<file path="config.mk">
export PLATFORM = sky130hd
export DESIGN_NAME = qtg_ctrl
export DESIGN_NICKNAME = d
export VERILOG_FILES = /design/src/sv/qtg_pkg.sv /design/src/sv/qtg_ctrl.sv
export SDC_FILE = /design/constraint.sdc
export NUM_CORES = 1
export LEC_CHECK = 0
export BUFFER_PORTS_ARGS = -buffer_cell sky130_fd_sc_hd__buf_2
export CORE_AREA = 5 5 42 44
export DETAILED_ROUTE_END_ITERATION = 12
export DIE_AREA = 0 0 47 49
export PLACE_DENSITY = 0.68
export SLEW_MARGIN = 20
export SYNTH_ARGS = -nofsm -noshare
export SYNTH_HDL_FRONTEND = slang
export SYNTH_SLANG_ARGS = --single-unit
export TNS_END_PERCENT = 10
</file>
<file path="constraint.sdc">
create_clock -name clk -period 1.6 [get_ports clk]
set_input_delay 0.24 -clock clk [delete_from_list [all_inputs] [get_ports clk]]
set_output_delay 0.24 -clock clk [all_outputs]
set_load 0.01 [all_outputs]
</file>
<file path="src/sv/qtg_pkg.sv">
package qtg_pkg;

  localparam int QUEUE_DEPTH     = 8;
  localparam int SINE_TABLE_BITS = 10;
  localparam int QW              = (QUEUE_DEPTH > 1) ? $clog2(QUEUE_DEPTH) : 1;
  localparam int CW              = $clog2(QUEUE_DEPTH + 1);
  localparam int QSIZE           = 1 << (SINE_TABLE_BITS - 2);
  localparam int UW              = SINE_TABLE_BITS - 1;

  localparam int DIV_NUM_W = 56;
  localparam int DIV_DEN_W = 40;
  localparam int SQ_W      = 32;
  localparam int MUL_A_W   = 40;
  localparam int MUL_B_W   = 21;
  localparam int PROD_W    = MUL_A_W + MUL_B_W;

  localparam logic [14:0] AMP_RESET = 15'd28000;

  localparam logic [63:0] K_C1  = 64'd1686629713;
  localparam logic [63:0] K_C3  = 64'd693598669;
  localparam logic [63:0] K_C5  = 64'd85569306;
  localparam logic [63:0] K_C7  = 64'd5026994;
  localparam logic [63:0] K_C9  = 64'd172272;
  localparam logic [63:0] K_C11 = 64'd3864;

  // Envelope regions
  localparam logic [1:0] REG_RISE    = 2'd0;
  localparam logic [1:0] REG_DECAY   = 2'd1;
  localparam logic [1:0] REG_SUSTAIN = 2'd2;
  localparam logic [1:0] REG_FADE    = 2'd3;

  // Datapath commands
  localparam logic [4:0] CMD_NOP     = 5'd0;
  localparam logic [4:0] CMD_LOAD    = 5'd1;
  localparam logic [4:0] CMD_PUSH    = 5'd2;
  localparam logic [4:0] CMD_EMPTY   = 5'd3;
  localparam logic [4:0] CMD_PREP    = 5'd4;
  localparam logic [4:0] CMD_M_PP    = 5'd5;
  localparam logic [4:0] CMD_M_PPN   = 5'd6;
  localparam logic [4:0] CMD_M_DK    = 5'd7;
  localparam logic [4:0] CMD_M_FF    = 5'd8;
  localparam logic [4:0] CMD_M_RR    = 5'd9;
  localparam logic [4:0] CMD_M_SRR   = 5'd10;
  localparam logic [4:0] CMD_M_AV    = 5'd11;
  localparam logic [4:0] CMD_M_AVM   = 5'd12;
  localparam logic [4:0] CMD_DIV_A   = 5'd13;
  localparam logic [4:0] CMD_DIV_DEN = 5'd14;
  localparam logic [4:0] CMD_SQRT    = 5'd15;
  localparam logic [4:0] CMD_VOL     = 5'd16;
  localparam logic [4:0] CMD_FIN     = 5'd17;

  typedef struct packed {
    logic        op;
    logic [31:0] tuning_word;
    logic [23:0] note_length;
    logic [19:0] attack_length;
    logic [19:0] fade_length;
    logic [15:0] peak_level;
    logic [15:0] sustain_level;
  } item_t;

  typedef struct packed {
    logic signed [15:0] sample;
    logic               accepted;
    logic [3:0]         queue_count;
  } result_t;

  typedef struct packed {
    logic [31:0] step;
    logic [23:0] total;
    logic [19:0] rise;
    logic [19:0] fall;
    logic [15:0] peak;
    logic [15:0] hold;
  } entry_t;

  typedef struct packed {
    logic [4:0] code;
  } ctrl_t;

  typedef struct packed {
    logic       is_push;
    logic       empty;
    logic [1:0] region;
    logic       div_done;
    logic       sqrt_done;
  } stat_t;

  typedef logic [14:0] sine_arr_t [0:QSIZE];

  // Quarter-wave sine magnitudes, 32767 full scale
  function automatic sine_arr_t sine_table();
    sine_arr_t   t;
    logic [63:0] z;
    logic [63:0] z2;
    logic [63:0] h;
    logic [63:0] s;
    logic [63:0] mag;
    for (int u = 0; u <= QSIZE; u++) begin
      z   = 64'(u) << (32 - SINE_TABLE_BITS);
      z2  = (z * z) >> 30;
      h   = K_C9 - ((z2 * K_C11) >> 30);
      h   = K_C7 - ((z2 * h) >> 30);
      h   = K_C5 - ((z2 * h) >> 30);
      h   = K_C3 - ((z2 * h) >> 30);
      h   = K_C1 - ((z2 * h) >> 30);
      s   = (z * h) >> 30;
      mag = (s * 64'd32767 + (64'd1 << 29)) >> 30;
      if (mag > 64'd32767) begin
        mag = 64'd32767;
      end
      t[u] = 15'(mag);
    end
    return t;
  endfunction

  localparam sine_arr_t SINE_Q = sine_table();

endpackage

</file>
<file path="src/sv/qtg_ctrl.sv">
module qtg_ctrl (
  input  logic           clk,
  input  logic           rst,
  input  logic           start,
  input  qtg_pkg::stat_t stat,
  output qtg_pkg::ctrl_t ctrl,
  output logic           busy
);
  import qtg_pkg::*;

  localparam logic [3:0] S_IDLE    = 4'd0;
  localparam logic [3:0] S_DECIDE  = 4'd1;
  localparam logic [3:0] S_BRANCH  = 4'd2;
  localparam logic [3:0] S_R_PPN   = 4'd3;
  localparam logic [3:0] S_R_DIV   = 4'd4;
  localparam logic [3:0] S_R_DWAIT = 4'd5;
  localparam logic [3:0] S_SWAIT   = 4'd6;
  localparam logic [3:0] S_D_DIV   = 4'd7;
  localparam logic [3:0] S_DWAIT   = 4'd8;
  localparam logic [3:0] S_F_RR    = 4'd9;
  localparam logic [3:0] S_F_SRR   = 4'd10;
  localparam logic [3:0] S_F_DIV   = 4'd11;
  localparam logic [3:0] S_VOL     = 4'd12;
  localparam logic [3:0] S_AV      = 4'd13;
  localparam logic [3:0] S_AVM     = 4'd14;
  localparam logic [3:0] S_FIN     = 4'd15;

  logic [3:0] state;
  logic [3:0] state_next;

  assign busy = (state != S_IDLE);

  always_comb begin
    state_next = state;
    ctrl.code  = CMD_NOP;
    unique case (state)
      S_IDLE: begin
        if (start) begin
          ctrl.code  = CMD_LOAD;
          state_next = S_DECIDE;
        end
      end
      S_DECIDE: begin
        if (stat.is_push) begin
          ctrl.code  = CMD_PUSH;
          state_next = S_IDLE;
        end else if (stat.empty) begin
          ctrl.code  = CMD_EMPTY;
          state_next = S_IDLE;
        end else begin
          ctrl.code  = CMD_PREP;
          state_next = S_BRANCH;
        end
      end
      S_BRANCH: begin
        unique case (stat.region)
          REG_RISE: begin
            ctrl.code  = CMD_M_PP;
            state_next = S_R_PPN;
          end
          REG_DECAY: begin
            ctrl.code  = CMD_M_DK;
            state_next = S_D_DIV;
          end
          REG_SUSTAIN: begin
            ctrl.code  = CMD_VOL;
            state_next = S_AV;
          end
          default: begin
            ctrl.code  = CMD_M_FF;
            state_next = S_F_RR;
          end
        endcase
      end
      S_R_PPN: begin
        ctrl.code  = CMD_M_PPN;
        state_next = S_R_DIV;
      end
      S_R_DIV: begin
        ctrl.code  = CMD_DIV_A;
        state_next = S_R_DWAIT;
      end
      S_R_DWAIT: begin
        if (stat.div_done) begin
          ctrl.code  = CMD_SQRT;
          state_next = S_SWAIT;
        end
      end
      S_SWAIT: begin
        if (stat.sqrt_done) begin
          state_next = S_VOL;
        end
      end
      S_D_DIV: begin
        ctrl.code  = CMD_DIV_A;
        state_next = S_DWAIT;
      end
      S_DWAIT: begin
        if (stat.div_done) begin
          state_next = S_VOL;
        end
      end
      S_F_RR: begin
        ctrl.code  = CMD_M_RR;
        state_next = S_F_SRR;
      end
      S_F_SRR: begin
        ctrl.code  = CMD_M_SRR;
        state_next = S_F_DIV;
      end
      S_F_DIV: begin
        ctrl.code  = CMD_DIV_DEN;
        state_next = S_DWAIT;
      end
      S_VOL: begin
        ctrl.code  = CMD_VOL;
        state_next = S_AV;
      end
      S_AV: begin
        ctrl.code  = CMD_M_AV;
        state_next = S_AVM;
      end
      S_AVM: begin
        ctrl.code  = CMD_M_AVM;
        state_next = S_FIN;
      end
      S_FIN: begin
        ctrl.code  = CMD_FIN;
        state_next = S_IDLE;
      end
      default: state_next = S_IDLE;
    endcase
  end

  always_ff @(posedge clk) begin
    if (rst) begin
      state <= S_IDLE;
    end else begin
      state <= state_next;
    end
  end

`ifndef SYNTH
  a_start_held_off: assert property (@(posedge clk) disable iff (rst)
    busy |-> ctrl.code != CMD_LOAD)
    else $error("item loaded while busy");

  a_fin_then_idle: assert property (@(posedge clk) disable iff (rst)
    ctrl.code == CMD_FIN |=> !busy)
    else $error("controller did not return to idle");

  a_div_wait_end: assert property (@(posedge clk) disable iff (rst)
    state == S_DWAIT && stat.div_done |=> state == S_VOL)
    else $error("quotient not taken");
`endif

endmodule

</file>
==> flow_metrics.py, run 1 <==
metrics = {
    "routing": {
        "wl_per_cell_um": 12.6,
        "viasPerCell": 5.70,
        "drt_pass1_iterations": 4,
        "wl_um": 1520,
        "drc": 0,
        "antenna_left": 0,
        "via_count": 690,
        "drtIter0Drc": 10,
    },
    "global_route": {
        "antenna_found_initial": 0,
        "grt_start_max_net_pins": 13,
        "grt_pass1_vias": 587,
        "grt_pass1_wl_um": 2440,
        "track_usage_pct": 13.7,
        "overflow": 0,
    },
    "clock_network": {
        "h-tree-depth": 1,
        "tritoncts": "built",
        "cts.clk_slew.worst_paths_ns": 0.04,
        "cts.sinks": 4,
        "cts_root_buffer": "clkbuf_4",
        "clk_path_buf_depth": 2,
        "cts_inserted_buffers": 3,
        "insertion_delay_ns": 0.23,
    },
    "power": {
        "switching_power_w": 0.000175,
        "switching_share_pct": 36.2,
        "total_leakage_power_nw": 0.337,
        "p_seq_share_pct": 26.4,
        "irDropWorstVdd_uv": 542,
        "p_clk_share_pct": 24.1,
        "power_density_nw_per_um2": 636,
        "finalPower_w": 0.000483,
        "p_int_w": 0.000308,
        "p_comb_share_pct": 49.4,
    },
    "logic_synthesis": {
        "seq_area_frac_synth_pct": 13.8,
        "syn_avg_cell_area_um2": 7.10,
        "synthDistinctLibCells": 31,
        "yosys-top-cells-area": "dfxtp_1, ha_1, nor2_1",
        "synth-seq-cells": 4,
        "yosys.area.top_type": "dfxtp_1",
        "synth_nets": 95,
        "synth_top_area_share_pct": 13.8,
        "yosys_warnings": 0,
        "syn_inst": 82,
        "syn-cell-area_um2": 582,
    },
    "worst_setup_path": {
        "reg2reg_depth": 4,
        "arrival_ns": 1.46,
        "reg2reg_setup_slack_ns": 0.27,
        "worst_setup_path_start_kind": "flop",
        "cp-end-kind": "primary output",
        "crit_type": "flop to primary output",
        "required_ns": 1.36,
        "critPathMaxFanout": 6,
    },
    "cells_and_area": {
        "seq_area_um2": 87.6,
        "fillers": 147,
        "reg_top3": "state x4",
        "fin_nets": 120,
        "multiInputGateArea_um2": 450,
        "largest_reg_flops": 4,
        "fin_area_um2": 759,
        "instances_no_fill": 121,
        "drive_above_1_share_pct": 36.2,
        "area_growth_pct": 30.5,
        "top_register": "state",
        "antennaDiodeCount": 0,
    },
    "timing": {
        "setup_viol": 2,
        "slew_headroom_pct": 83.2,
        "fin_setup_tns_ns": -0.195,
        "period_share_pct": 106,
        "final.min_clock_period_ns": 1.70,
        "tightest_slew_ns": 0.251,
        "fmax_mhz": 587,
        "fin_skew_ns": 0.00240,
        "drv_slew": 0,
        "timing.final.ws_setup_ns": -0.103,
        "rsz0062_at_grt": "yes",
        "final-hold-violation-count": 0,
    },
    "place": {
        "place_ws_ns": 0.100,
        "dpl.cell_count": 118,
        "numPortBuffers": 14,
        "gp_congestion": 0.861,
        "placed_area_um2": 729,
        "dpl.hpwl_um": 1260,
    },
    "flow_run": {
        "maxCapViolations": 0,
    },
    "die": {
        "dieArea_um2": 2300,
        "rows": 14,
        "die_x_um": 47,
        "initial_utilization_pct": 41.5,
        "io_pins": 15,
        "die_y_um": 49,
        "core_area_um2": 1400,
    },
    "hold_path": {
        "hold_path.class": "primary input to flop",
        "holdPathStages": 2,
    },
    "run_status": {
        "status": "complete, but fails checks",
        "violations": "negative setup slack",
    },
}
## layout by cell type, fill, tap and decap left out, types with 2 or more instances in the layout
cell,instances
buf_2,14
buf_4,11
nor2_1,10
inv_1,6
nand3_1,5
nand2_1,5
o21ai_0,5
a21oi_1,5
a31oi_1,4
ha_1,4
a211oi_1,3
nand2b_1,3
clkbuf_4,3
dfxtp_2,3
o21a_1,2
nor3_1,2
o211ai_1,2
## cells in the mapped netlist, drive strengths merged
| cell | count |
|---|---|
| nor2 | 10 |
| inv | 7 |
| a21oi | 6 |
| o21ai | 6 |
| buf | 5 |
| nand2 | 5 |
| nand3 | 5 |
| a211oi | 4 |
| a31oi | 4 |
| dfxtp | 4 |
| ha | 4 |
| nand2b | 3 |
| nor3 | 2 |
| o211ai | 2 |
| o21a | 2 |
| a221oi | 1 |
| a32oi | 1 |
| a41oi | 1 |
| mux2i | 1 |
| nand3b | 1 |
| nor2b | 1 |
| nor4 | 1 |
| nor4b | 1 |
| o2111ai | 1 |
| o22ai | 1 |
| o32ai | 1 |
| or2 | 1 |
| xor2 | 1 |
## power by group through the flow
stage | clock (W) | sequential, W | combinational (W)
3_3_place_gp | 0 | 0.000126 | 0.000235
2_1_floorplan | 0 | 0.000117 | 0.000159
5_1_grt | 0.000130 | 0.000129 | 0.000264
4_1_cts | 0.000123 | 0.000127 | 0.000239
3_5_place_dp | 0 | 0.000126 | 0.000238
6_report | 0.000117 | 0.000128 | 0.000239
## metrics by stage
step	hold WS, ns	util, %
finish	0.239	54.2
global route	0.239	54.2
CTS	0.230	54.0
detailed placement	0.477	52.1
global placement	0.477	52.1
floorplan	0.305	-
## worst max-delay path, cell delays in order (launching register included)
cell and delay (ns):
dfxtp_2 0.34, or2_4 0.30, nor4b_4 0.26, a21oi_1 0.11
o211ai_1 0.08, buf_2 0.15
## cells by family after synthesis
group	synth area share, %
compound gates	35.1
xor+xnor	1.51
fa+ha+maj	8.60
buf+inv	8.82
flops	13.8
mux	1.72
simple gates	30.5
## layout make-up
| cell class | instances | area share (%) |
|---|---|---|
| Clock buffer | 3 | 2.97 |
| Inverter | 7 | 3.46 |
| Multi-Input combinational cell | 66 | 59.3 |
| Sequential cell | 4 | 11.5 |
| Tap cell | 16 | 2.64 |
| Timing Repair Buffer | 25 | 20.1 |
## per-layer routing
layer	up-vias	routed length, um	GRT usage [%]
li1	348	-	-
met1	325	688	18.5
met2	17	764	21.5
met3	0	69	2.21
met4	0	0	4.15
met5	-	0	0
## path summary, 6_finish.rpt
check | startpoint | endpoint
max | state[2] | ctrl[0]
min | rst | state[0]
max reg2reg | state[2] | state[1]
min reg2reg | state[1] | state[3]
## timing repair
action / in CTS / in global routing
setup endpoints to repair: 5 / 5
gates resized for setup: 4 / 2
pin swaps: 2 / 1
hold buffers: 0 / 0
buffers inserted: 0 / 0
Note: power is estimated with default switching activity, not from simulation.
==> inputs of run 2 (changes only) <==
--- a/config.mk
+++ b/config.mk
@@ -7,6 +7,7 @@
 export LEC_CHECK = 0
 export BUFFER_PORTS_ARGS = -buffer_cell sky130_fd_sc_hd__buf_2
 export CORE_AREA = 5 5 42 44
+export CTS_BUF_LIST = sky130_fd_sc_hd__clkbuf_8
 export DETAILED_ROUTE_END_ITERATION = 12
 export DIE_AREA = 0 0 47 49
 export PLACE_DENSITY = 0.68
==> flow_metrics.py, run 2 (synthesis gave the netlist of run 1 again) <==
metrics = {
    "place": {
        "dpl.cell_count": 118,
        "dpl.hpwl_um": 1260,
        "place_ws_ns": 0.100,
        "gp_congestion": 0.861,
        "numPortBuffers": 14,
    },
    "cells_and_area": {
        "final_common_cell": "buf_2",
        "fin_nets": 120,
        "top_register": "state",
        "fillers": 142,
        "drive_above_1_share_pct": 36.2,
        "instances_no_fill": 121,
        "area_growth_pct": 33.8,
        "most-common-layout-cells": "buf_2, buf_4, nor2_1",
        "fin_util_pct": 55.5,
        "reg_top3": "state x4",
        "antennaDiodeCount": 0,
        "largest_reg_flops": 4,
    },
    "routing": {
        "drt_pass1_iterations": 4,
        "drtIter0Drc": 10,
        "wl_um": 1530,
        "viasPerCell": 5.70,
        "via_count": 690,
        "wl_per_cell_um": 12.6,
        "antenna_left": 0,
        "drc": 0,
    },
    "die": {
        "die_x_um": 47,
        "initial_utilization_pct": 41.5,
        "rows": 14,
        "die_y_um": 49,
        "io_pins": 15,
        "dieArea_um2": 2300,
        "core_area_um2": 1400,
    },
    "clock_network": {
        "cts_root_buffer": "clkbuf_8",
        "tritoncts": "built",
        "cts_inserted_buffers": 3,
        "cts.sinks": 4,
        "h-tree-depth": 1,
        "cts.clk_slew.worst_paths_ns": 0.03,
        "clk_path_buf_depth": 2,
        "insertion_delay_ns": 0.21,
    },
    "global_route": {
        "grt_pass1_wl_um": 2470,
        "track_usage_pct": 13.9,
        "grt_start_max_net_pins": 13,
        "overflow": 0,
        "antenna_found_initial": 0,
        "grt_pass1_vias": 592,
    },
    "timing": {
        "slew_headroom_pct": 83.2,
        "timing.final.ws_setup_ns": -0.0875,
        "setup_viol": 2,
        "fin_setup_tns_ns": -0.165,
        "rsz0062_at_grt": "yes",
        "final-hold-violation-count": 0,
        "tightest_slew_ns": 0.251,
        "fin_skew_ns": 0.0000813,
        "period_share_pct": 105,
        "final.min_clock_period_ns": 1.69,
        "drv_slew": 0,
        "fmax_mhz": 593,
    },
    "hold_path": {
        "holdPathStages": 2,
        "hold_path.class": "primary input to flop",
    },
    "run_status": {
        "violations": "negative setup slack",
        "status": "complete, but fails checks",
    },
    "worst_setup_path": {
        "cp-end-kind": "primary output",
        "critPathMaxFanout": 6,
        "crit_type": "flop to primary output",
        "arrival_ns": 1.45,
        "worst_setup_path_start_kind": "flop",
        "required_ns": 1.36,
        "reg2reg_depth": 4,
    },
    "power": {
        "power_density_nw_per_um2": 730,
        "total_leakage_power_nw": 0.345,
        "finalPower_w": 0.000568,
        "irDropWorstVdd_uv": 792,
    },
    "flow_run": {
        "maxCapViolations": 0,
    },
}
==> run 2: cell count changes in the layout (fill, tap and decap cells not counted) <==
cell / delta
clkbuf_4: -3
clkbuf_8: +3
==> run 2: final cells by class <==
class	count	area (um2)	area share, %
multi-input cells	66	450	57.9
repair buffers	25	153	19.6
flip-flops and latches	4	87.6	11.3
clock buffers	3	41.3	5.31
inverters	7	26.3	3.38
well taps	16	20.0	2.57
==> run 2: metrics by stage <==
stage                     instance area [um2]  hold slack (ns)
final                                     778            0.259
after floorplan                           582            0.305
after detailed placement                  729            0.477
after global placement                    729            0.477
after global routing                      778            0.262
after CTS                                 776            0.250
==> run 2: path summary, 6_finish.rpt <==
kind / start / endpoint / slack [ns]
setup / recovery: state[2] / ctrl[0] / -0.09
hold / removal: rst / state[1] / 0.26
setup reg to reg: state[2] / state[1] / 0.27
hold reg to reg: state[1] / state[3] / 0.60
==> run 2: worst max-delay path, stage by stage (launching register included) <==
cell and delay, ns:
dfxtp_2 0.34, or2_4 0.30, nor4b_4 0.26, a21oi_1 0.11, o211ai_1 0.08, buf_2 0.15
==> run 2: power breakdown <==
group	switching, W	internal, W
sequential	0.0000179	0.000110
combinational	0.000124	0.000115
clock	0.0000422	0.000159
==> run 2: repair_timing <==
action,CTS,global route
pin swaps,2,1
gates resized for setup,4,2
hold buffers,0,0
setup buffers,0,0
endpoints found under the setup margin,4,5
==> run 2: layer usage <==
layer / vias up / share of wire [%] / global-route usage [%]
li1: 347 / - / -
met3: 0 / 4.5 / 2.21
met5: - / 0 / 0
met1: 326 / 45 / 18.9
met2: 17 / 50 / 21.7
met4: 0 / 0 / 4.15
